===== src/rtl/nts_pkg.sv =====
`timescale 1ns / 1ps
// ---------------------------------------------------------------------------
// nts_pkg
// Shared constants, codes and types of the nearest texture sampler.
// ---------------------------------------------------------------------------
package nts_pkg;

    localparam int MAX_WIDTH   = 256;
    localparam int MAX_HEIGHT  = 256;
    localparam int MAX_SIZE    = (MAX_WIDTH > MAX_HEIGHT) ? MAX_WIDTH : MAX_HEIGHT;
    localparam int SZ_W        = $clog2(MAX_SIZE + 1);
    localparam int XW          = (MAX_WIDTH > 1) ? $clog2(MAX_WIDTH) : 1;
    localparam int YW          = (MAX_HEIGHT > 1) ? $clog2(MAX_HEIGHT) : 1;
    localparam int STORE_DEPTH = MAX_WIDTH * MAX_HEIGHT;
    localparam int ADDR_W      = (STORE_DEPTH > 1) ? $clog2(STORE_DEPTH) : 1;

    localparam int FRAC_W      = 16;
    localparam int TEXEL_W     = 32;
    localparam int CFG_W       = 9;
    localparam int CFG_IDX_W   = 2;

    // register indexes
    localparam logic [CFG_IDX_W-1:0] CFG_TEX_WIDTH     = 2'd0;
    localparam logic [CFG_IDX_W-1:0] CFG_TEX_HEIGHT    = 2'd1;
    localparam logic [CFG_IDX_W-1:0] CFG_CHANNEL_COUNT = 2'd2;

    // channel layouts
    localparam logic [2:0] CH_GRAY       = 3'd1;
    localparam logic [2:0] CH_GRAY_ALPHA = 3'd2;
    localparam logic [2:0] CH_RGB        = 3'd3;
    localparam logic [2:0] CH_RGBA       = 3'd4;

    // item kinds
    localparam logic KIND_WRITE  = 1'b0;
    localparam logic KIND_SAMPLE = 1'b1;

    typedef enum logic [2:0] {
        ST_IDLE,
        ST_SCALE_X,
        ST_SCALE_Y,
        ST_READ,
        ST_UNPACK
    } state_t;

endpackage


===== src/rtl/nts_scale_unit.sv =====
`timescale 1ns / 1ps
// ---------------------------------------------------------------------------
// nts_scale_unit
// Shared coordinate scaler: floor(size * (1 - frac)), clamped to size-1.
// ---------------------------------------------------------------------------
module nts_scale_unit (
    input  logic                      clk,
    input  logic                      load,
    input  logic [nts_pkg::FRAC_W-1:0] frac,
    input  logic [nts_pkg::SZ_W-1:0]  size,
    output logic [nts_pkg::SZ_W-1:0]  pos
);

    localparam int FLIP_W = nts_pkg::FRAC_W + 1;
    localparam int PROD_W = nts_pkg::SZ_W + FLIP_W;

    logic [FLIP_W-1:0]        flip;
    logic [PROD_W-1:0]        product_reg;
    logic [nts_pkg::SZ_W-1:0] size_reg;
    logic [nts_pkg::SZ_W:0]   scaled;
    logic [nts_pkg::SZ_W:0]   limit;

    // one minus the fraction, 1..65536
    assign flip = {1'b1, {nts_pkg::FRAC_W{1'b0}}} - {1'b0, frac};

    always_ff @(posedge clk)
    begin
        if (load)
        begin
            product_reg <= PROD_W'(size) * PROD_W'(flip);
            size_reg    <= size;
        end
    end

    assign scaled = product_reg[PROD_W-1:nts_pkg::FRAC_W];
    assign limit  = {1'b0, size_reg} - (nts_pkg::SZ_W + 1)'(1);

    always_comb
    begin
        if (scaled > limit)
        begin
            pos = limit[nts_pkg::SZ_W-1:0];
        end
        else
        begin
            pos = scaled[nts_pkg::SZ_W-1:0];
        end
    end

endmodule


===== config.mk =====
export PLATFORM = sky130hd
export DESIGN_NAME = nts_scale_unit
export DESIGN_NICKNAME = d
export VERILOG_FILES = /design/src/rtl/nts_pkg.sv /design/src/rtl/nts_scale_unit.sv
export SDC_FILE = /design/constraint.sdc
export NUM_CORES = 1
export LEC_CHECK = 0
export BUFFER_PORTS_ARGS = -buffer_cell sky130_fd_sc_hd__clkbuf_2
export CORE_AREA = 8 8 118 120
export CTS_CLUSTER_DIAMETER = 40
export DETAILED_ROUTE_END_ITERATION = 8
export DIE_AREA = 0 0 126 128
export PLACE_DENSITY_LB_ADDON = 0.1
export RECOVER_POWER = 100
export SETUP_SLACK_MARGIN = 0.1
export SKIP_CTS_REPAIR_TIMING = 1
export SLEW_MARGIN = 25
export SYNTH_ARGS = -nofsm -noshare
export SYNTH_HDL_FRONTEND = slang
export SYNTH_SLANG_ARGS = --single-unit
export TNS_END_PERCENT = 10

===== constraint.sdc =====
create_clock -name clk -period 16.55 [get_ports clk]
set_clock_uncertainty 0.15 [all_clocks]
set_input_delay 4.965 -clock clk [delete_from_list [all_inputs] [get_ports clk]]
set_output_delay 4.965 -clock clk [all_outputs]
set_load 0.02 [all_outputs]

---- After elaboration in Yosys (flattened, before gate mapping) ----
Cells that the tools add are included.
operators by class
  reductions and logical operators ........ 0
  multiplexer cells ....................... 1
  equal/unequal tests ..................... 0
  shift-type cells ........................ 0
  divide/modulo/power cells ............... 0
  $mul .................................... 1
  $lt $le $gt $ge ......................... 1
  bitwise logic cells ..................... 0
  $add $sub $neg .......................... 2
operator list
  operator                                                               count
  9-bit by 17-bit multiplier with 26-bit output                          1
  17-bit by 16-bit subtractor with 17-bit output (first input constant)  1
  10-bit greater-than comparator                                         1
  9-bit by 1-bit subtractor with 10-bit output (second input constant)   1
  9-bit two-way mux                                                      1
word-level totals
  memories ................................ 0
  bits in latches ......................... 0
  word-level logic and storage cells ...... 7
  RAM bits ................................ 0
  register bits ........................... 35
  output and inout bits ................... 9
  bits in read-only memories .............. 0
  bits of input ports ..................... 27

---- Longest topological paths before layout ----
Gate-level depths: netlist of the first run.
  word-level depth ........................ 3
  gate-level depth with buffers ........... 23
  depth with buffers taken out ............ 21

---- Worst setup path after synthesis of the first run ----
Ideal clock, no wire load.
  kind .................................... input to register
  start point ............................. input port frac[0] (netlist name)
  end point ............................... register product_reg[24] (data pin)
  setup time .............................. 260 ps
  required time ........................... 16140 ps
  stages on the path ...................... 22
  buffers on the path ..................... 2
  arrival ................................. 9910 ps
  setup slack ............................. 6230 ps
  path through ............................ clkbuf_1 > inv_1 > ha_1 > nand3b_1 > or2_4 > nor2_1 > xnor2_1 > and2_1 > fa_1 > fa_1 > fa_1 > inv_1 > fa_1 > inv_1 > ha_1 > clkbuf_1 > a21oi_1 > o21ai_1 > a21o_1 > a211o_1 > a221oi_2 > xnor2_1
on the way
  longest elaborated chain between the ends .. 2
ends and longest elaborated chain
  element                                         line                  text
  start: declaration                              nts_scale_unit.sv:9   input logic [nts_pkg::FRAC_W-1:0] frac,
  17-bit by 16-bit subtractor with 17-bit output  nts_scale_unit.sv:24  assign flip = {1'b1, {nts_pkg::FRAC_W{1'b0}}} - {1'b0, frac};
  9-bit by 17-bit multiplier with 26-bit output   nts_scale_unit.sv:30  product_reg <= PROD_W'(size) * PROD_W'(flip);
  end signal: assignment                          nts_scale_unit.sv:30
  end: declaration                                nts_scale_unit.sv:18  logic [PROD_W-1:0] product_reg;
Every way passes these cells.
A chain may end at the register's enable or synchronous reset.

---- Worst setup path in the final report of the first run ----
  start point ............................. input port frac[2] (netlist name)
  end point ............................... register product_reg[22] (data pin)
Same word-level chain as after synthesis.

==> results of run 1 <==
layer usage:
metal / GRT usage / share of wire
met2: 0.2953 / 0.50
met1: 0.2243 / 0.45
met3: 0.01789 / 0.038
met4: 0.03892 / 0.012
met5: 0 / 0
synth_stat cells, types with 11 or more instances:
cell type and number:
clkbuf_1 18, a21oi_1 21, xnor2_1 19, ha_1 54, edfxtp_1 19, a21o_1 11, inv_1 119, and2_1 97
nor2_1 17, fa_1 105, nand2_1 70
worst max-delay path by stage:
stage                            to  slack, ps  cells after the start    start
floorplan           product_reg[24]       6230                     22  frac[0]
global placement    product_reg[22]       5640                     21  frac[0]
detailed placement  product_reg[22]       5550                     22  frac[0]
CTS                 product_reg[22]       5800                     22  frac[0]
global route        product_reg[22]       5180                     20  frac[2]
finish              product_reg[22]       5640                     20  frac[2]
through the flow:
step	total power, uW	instance area [um2]	setup slack [ps]	util
floorplan	552.2	5846	6230	-
global placement	683.8	6136	5643	0.5026
detailed placement	689.4	6136	5554	0.5026
CTS	741.2	6215	5801	0.5090
global route	825.1	6182	5180	0.5064
finish	726.8	6182	5641	0.5064
final cells by class:
cell class	count	area, um2
Timing Repair Buffer	36	155.1
Fill cell	1188	6027
Multi-Input combinational cell	488	4743
Clock buffer	4	78.83
Sequential cell	19	570.5
Inverter	119	446.7
Tap cell	150	187.7
kinds of logic (layout without fill, tap and decap cells):
family / count (synthesis) / after routing / share of synthesized area
adders and majority gates: 159 / 159 / 0.4752
DFF: 19 / 19 / 0.09760
AOI/OAI and AO/OA: 67 / 67 / 0.07706
muxes: 3 / 3 / 0.005137
xor gates and xnor gates: 29 / 29 / 0.04345
and+or+nand+nor: 230 / 230 / 0.2128
buffers and inverters: 138 / 159 / 0.08883
power by group:
part	switching, uW	total [uW]	internal (uW)	leakage (uW)
registers	9.15	89.4	80.3	0.000185
logic	343	590	246	0.00280
clock network	15.1	47.8	32.7	0.0000382
total	368	727	359	0.00302
==> metrics.txt, run 1 <==
worst path cell trace=clkbuf_1 > nor4_1 > nand3b_1 > nor2_1 > nand2_1 > xor2_1 > and2_0 > fa_1 > fa_1 > fa_1 > inv_1 > fa_1 > inv_1 > ha_1 > a21o_1 > a31oi_1 > o32ai_1 > nor4_1 > mux2i_1 > nand3_1; crit end category=flip-flop; post-route ant nets=0; setup TNS=0 ps; Cell variety after synth=45; Mapped Cells=about 650; Peak VDD IR=0.00006052 V; DRC errors left=0; Starting Density=0.4788; ys async rst share=0; fmax=0.09167 GHz; area share of the largest cell type after synthesis=0.3596; # setup viols final=0; max-slew violation count=0; max reg flops=10; die width=~130 um; Fin. Hold Viols=0; clock root cell=clkbuf_16; placed cell count=approximately 810; PwrDens=117.6 nW/um2; Total Wirelength=13,230 um; I/O Pins=36; Least-Margin Pin Slew=about 1000 ps; Sink Count=19; number of CTS-inserted buffers=3; cell accounting for the most synthesized area=fa_1; die height=128 um; worst-path fanout max=9; most common cell after layout, fill and taps aside=inv_1; CP arrival=10,740 ps; hold_ws=about 5300 ps; share of layout cells above drive strength 1=0.03904; largest net degree at the start of global routing=20; Slew HR=0.3172; Worst EP required=~16,000 ps; Yosys warning count=0; non-filler cells, final=approximately 820; hold path startpoint=load; placement row count=41; Worst path max stage delay=~710 ps; Min-Delay Path Class=in -> reg; post-synthesis net count=between 800 and 900; Synth area leaders=fa_1, ha_1, and2_1, edfxtp_1, inv_1; vias in the first global route=between 4,000 and 5,000; Seq cells post-synth=19; 1st-iter DRT viols=141; clock buffer depth=2; TritonRoute pass-1 iters=4; Area Growth Syn to Fin=5.758%; ANT cells=0; CTS tree=built; first-pass GRT wire length=approximately 23,000 um; die area=16,130 um2; register area share after synthesis=0.09760; status=finished, final reports clean; antenna violations before repair=1; number of port buffers=35; unrepaired setup endpoints after global routing=false; final HPWL from detailed placement=approximately 11,000 um; cell mode on critical path=fa_1; GPL Wtd Cong=between 0.8 and 0.9; CP Buf/Inv Count=3; Final min period=10,910 ps; Tot GR Track Use=0.1703; CORE AREA=about 12,000 um2; nets@finish=between 800 and 900; Post-synth EDFFs=19; drt via density=5.414; syn_area_per_cell=approximately 9.1 um2; CP top delay family=adder cells; Static Leakage=between 0.003 and 0.004 uW; startpoint type of the worst setup path=input pin; Crit Path Category=in -> reg; Slowest-stage cell, CP=o32ai_1; hold depth=1; vias=roughly 4,400; routed len/inst=between 15 and 20 um; Final period util=0.6591; max-cap violation count=0; Synth Flop Type=edfxtp_1; Mapped Area=slightly below 6000 um2; Clk pin slew, worst setup/hold paths=50 ps; grt ovf=0; maximum level of the CTS H-tree=1; most frequent cells in the layout=inv_1, fa_1, and2_1; Min-Delay Endpoint=product_reg[22]
Power figures use the tool's default switching activity.
==> run 2, diff against run 1 <==
==> constraint.sdc (replaced) <==
create_clock -name clk -period 8.8 [get_ports clk]
set_clock_uncertainty 0.15 [all_clocks]
set_input_delay 2.64 -clock clk [delete_from_list [all_inputs] [get_ports clk]]
set_output_delay 2.64 -clock clk [all_outputs]
set_load 0.02 [all_outputs]
==> run 2 against run 1 <==
- count of clock-buffer cells in the layout did not move
- non-clock buffer count rose by 9
- worst setup slack got worse by 5200 ps
- die area did not move
- critical endpoint unchanged
==> metrics.txt, run 2 (same netlist as run 1, synthesis figures left out) <==
TritonRoute pass-1 iters=4; number of CTS-inserted buffers=3; Final Worst Setup Slack=approximately 450 ps; die area=around 16,000 um2; worst-path fanout max=9; Psw=between 700 and 800 uW; drt via density=~5.3; clock buffer depth=2; crit end category=flip-flop; Sw Ratio=0.5067; grt ovf=0; Tot GR Track Use=0.1689; I/O Pins=36; Sink Count=19; status=finished, final reports clean; unrepaired setup endpoints after global routing=false; CORE AREA=12,210 um2; fmax=0.1198 GHz; GPL Wtd Cong=roughly 0.84; hold depth=1; Fin. Hold Viols=0; Worst EP required=between 8000 and 9000 ps; Static Leakage=between 0.003 and 0.004 uW; clock power share=0.064; first-pass GRT wire length=around 23,000 um; routed len/inst=~16 um; vias in the first global route=about 4,600; 1st-iter DRT viols=between 150 and 200; post-route ant nets=0; vias=approximately 4,400; # setup viols final=0; placement row count=41; pre-CTS setup slack=241.6 ps; nets@finish=between 800 and 900; Final period util=0.9484; largest net degree at the start of global routing=20; maximum level of the CTS H-tree=1; max-slew violation count=0; number of port buffers=35; clock root cell=clkbuf_16; most frequent cells in the layout=inv_1, fa_1, and2_1; Crit Path Category=in -> reg; Clk pin slew, worst setup/hold paths=50 ps; CP arrival=about 8200 ps; most common cell after layout, fill and taps aside=inv_1; Int Pwr=slightly below 700 uW; power share of the sequential group=0.123; max reg flops=10; final HPWL from detailed placement=around 11,000 um; Total Wirelength=13,120 um; max-cap violation count=0; die height=around 130 um; Slew HR=0.3171; PwrDens=between 200 and 250 nW/um2; antenna violations before repair=0; DRC errors left=0; Starting Density=0.4788; CTS tree=built; Final min period=between 8000 and 9000 ps; ANT cells=0; total power=~1400 uW; share of layout cells above drive strength 1=0.05333; Peak VDD IR=between 0.0001 and 0.00015 V; Min-Delay Path Class=in -> reg; Area Growth Syn to Fin=7.149%; die width=approximately 130 um; startpoint type of the worst setup path=input pin; combinational share of power=0.813; setup TNS=0 ps; Least-Margin Pin Slew=about 1000 ps
-- run 2: path summary, 6_finish.rpt --
| path | startpoint | slack [ps] | to |
|---|---|---|---|
| worst max-delay path | frac[2] | 450 | product_reg[22] |
| worst min-delay path | size[0] | 2930 | size_reg[0] |
-- run 2: metal layers --
layer / part of all wire / vias up / routed length, um / track usage
met5: 0 / - / 0 / 0
met4: 0.0086 / 0 / 113 / 0.02760
met3: 0.017 / 8 / 226 / 0.009151
met2: 0.50 / 47 / 6565 / 0.2981
met1: 0.47 / 2233 / 6214 / 0.2272
li1: - / 2100 / - / -
-- run 2: power groups by stage --
stage,clock (uW),sequential (uW),combinational [uW]
floorplan,0,162,877
global placement,0,171,1120
detailed placement,0,171,1140
CTS,90.0,170,1150
global route,94.9,173,1310
finish,89.0,169,1120
-- run 2: stage by stage --
stage / hold slack, ps / cell area, um2 / instances / utilization
final: 2933 / 6264 / 825 / 0.5130
after global routing: 2958 / 6264 / 825 / 0.5130
after CTS: 2776 / 6290 / 825 / 0.5152
after detailed placement: 3029 / 6211 / 821 / 0.5087
after global placement: 3035 / 6211 / 821 / 0.5087
after floorplan: 2589 / 5846 / 645 / -
-- run 2: area by class of cell --
cell class                      count  area (um2)
Clock buffer                        4       78.83
Fill cell                        1191        5946
Inverter                          119       446.7
Multi-Input combinational cell    488        4757
Sequential cell                    19       570.5
Tap cell                          150       187.7
Timing Repair Buffer               45       222.7
-- run 2: worst max-delay path, cell delays in order --
cell      delay (ps)
clkbuf_1         130
nor4_2           380
nand3b_1         190
or2_0            350
nor4_4           180
xnor2_1          360
nand2_1          190
fa_1             580
inv_1             50
fa_1             460
fa_1             490
inv_1             50
fa_1             520
inv_1             40
ha_1             440
and3_1           220
nand3_1          120
a21oi_1          450
mux2i_1          230
nand3_1           80
==> run 3, diff against run 2 <==
==> constraint.sdc (replaced) <==
create_clock -name clk -period 7.7 [get_ports clk]
set_clock_uncertainty 0.15 [all_clocks]
set_input_delay 2.31 -clock clk [delete_from_list [all_inputs] [get_ports clk]]
set_output_delay 2.31 -clock clk [all_outputs]
set_load 0.02 [all_outputs]
==> run 3 against run 2 <==
- flip-flop and latch count stayed put
- design area is 15% higher
- routed wire length is 5.2% higher
- sequential share of layout area is 1.2 points lower
- critical path depth stayed put
- global-route usage is 0.37 points lower
- final cell count is 8.1% higher
- worst hold slack worse by 490 ps
- first-iteration DRC count is 22% lower
- critical path type unchanged
- largest cell class unchanged
- largest power group unchanged
==> metrics.txt, run 3 (same netlist as run 1, synthesis figures left out) <==
status=finished, final reports clean; Starting Density=0.4788; Int Pwr=1112 uW; nets@finish=between 900 and 1,000; most common cell after layout, fill and taps aside=inv_1; CTS tree=built; number of CTS-inserted buffers=3; vias=about 4,600; # setup viols final=0; vias in the first global route=about 4,800; first-pass GRT wire length=roughly 22,000 um; worst path cell trace=clkbuf_2 > or4_4 > or2_4 > nor4_4 > xnor2_2 > buf_4 > and2_4 > fa_1 > fa_2 > fa_1 > inv_2 > fa_1 > inv_2 > ha_4 > buf_4 > a21o_1 > a21oi_2 > o32ai_2 > or4_1 > o211ai_1; CP arrival=7540 ps; post-route ant nets=0; Tot GR Track Use=0.1651; Final period util=0.9889; clock power share=0.049; grt ovf=0; clock buffer depth=2; crit end category=flip-flop; Fillers=1,085; Slew HR=0.3951; Worst path max stage delay=550 ps; most frequent cells in the layout=inv_1, fa_1, and2_1; max reg flops=10; fmax=~0.13 GHz; GPL Wtd Cong=about 0.83; Final min period=7615 ps; number of port buffers=35; largest net degree at the start of global routing=20; final HPWL from detailed placement=~11,000 um; startpoint type of the worst setup path=input pin; Area Growth Syn to Fin=22.88%; Min-Delay Path Class=in -> reg; Worst EP required=7630 ps; total power=2072 uW; clock root cell=clkbuf_16; 1st-iter DRT viols=roughly 130; ANT cells=0; Total Wirelength=between 10,000 and 15,000 um; die height=roughly 130 um; cell mode on critical path=fa_1; TritonRoute pass-1 iters=4; CORE AREA=12,210 um2; Fin. Hold Viols=0; max-slew violation count=0; die area=~16,000 um2; max-cap violation count=0; drt via density=5.206; combinational share of power=0.858; unrepaired setup endpoints after global routing=true; PwrDens=288.4 nW/um2; routed len/inst=approximately 15 um; die width=approximately 130 um; Sink Count=19; Clk pin slew, worst setup/hold paths=~50 ps; I/O Pins=36; maximum level of the CTS H-tree=1; post-route core utilization=0.5883; worst-path fanout max=5; Least-Margin Pin Slew=roughly 910 ps; Peak VDD IR=0.0001733 V; antenna violations before repair=0; DRC errors left=0; Sw Ratio=0.4632; placement row count=between 40 and 50; power share of the sequential group=0.093; Static Leakage=around 0.0035 uW; share of layout cells above drive strength 1=0.2332; Slowest-stage cell, CP=or4_4; Crit Path Category=in -> reg; Psw=about 960 uW
[run 3: cell types whose count changed in the layout (fill, tap and decap cells not counted), moves of 8 or more]
cell / previous run / this run
clkbuf_1: 21 / 6
clkbuf_2: 16 / 28
ha_1: 54 / 46
buf_4: 9 / 70
[run 3: layout make-up]
type,instances,area (um2),area share
Inverter,119,446.7,0.06218
Multi-Input combinational cell,489,5125,0.7135
Clock buffer,3,75.07,0.01045
Timing Repair Buffer,111,773.2,0.1076
Clock inverter,1,5.005,0.0006967
Sequential cell,19,570.5,0.07943
Tap cell,150,187.7,0.02613
[run 3: worst max-delay path: cells and delay by family]
family / cells / cell delay, ps
AOI/OAI and AO/OA: 4 / 640
xor gates and xnor gates: 1 / 150
adders and majority gates: 5 / 2180
buffers and inverters: 5 / 470
and+or+nand+nor: 5 / 1780
[run 3: metal layers]
| layer | track usage | vias to the layer above | share of wire | routed length [um] |
|---|---|---|---|---|
| met5 | 0 | - | 0 | 0 |
| met4 | 0.02689 | 0 | 0.0093 | 129 |
| met3 | 0.01123 | 10 | 0.029 | 407 |
| met2 | 0.2890 | 76 | 0.51 | 7046 |
| met1 | 0.2230 | 2322 | 0.45 | 6220 |
| li1 | - | 2236 | - | - |
[run 3: per-stage QoR]
step                setup slack, ps  area [um2]  hold WS, ps  setup TNS, ps  instances
global route                 -40.86        7183         2479         -80.03        892
detailed placement           -231.7        6631         2693          -1487        875
finish                        85.17        7183         2448              0        892
global placement             -163.7        6631         2692         -755.9        875
floorplan                     51.38        5861         2259              0        645
CTS                           26.81        6711         2438              0        879
[run 3: final timing paths]
check,cells after the start,startpoint,slack (ps),to
worst max-delay path,20,frac[7],90,product_reg[25]
worst min-delay path,1,load,2450,product_reg[21]
[run 3: power by group through the flow]
stage	sequential (uW)	combinational [uW]	clock [uW]
2_1_floorplan	185	1010	0
3_3_place_gp	194	1470	0
3_5_place_dp	195	1500	0
4_1_cts	193	1510	103
5_1_grt	197	2000	108
6_report	193	1780	101
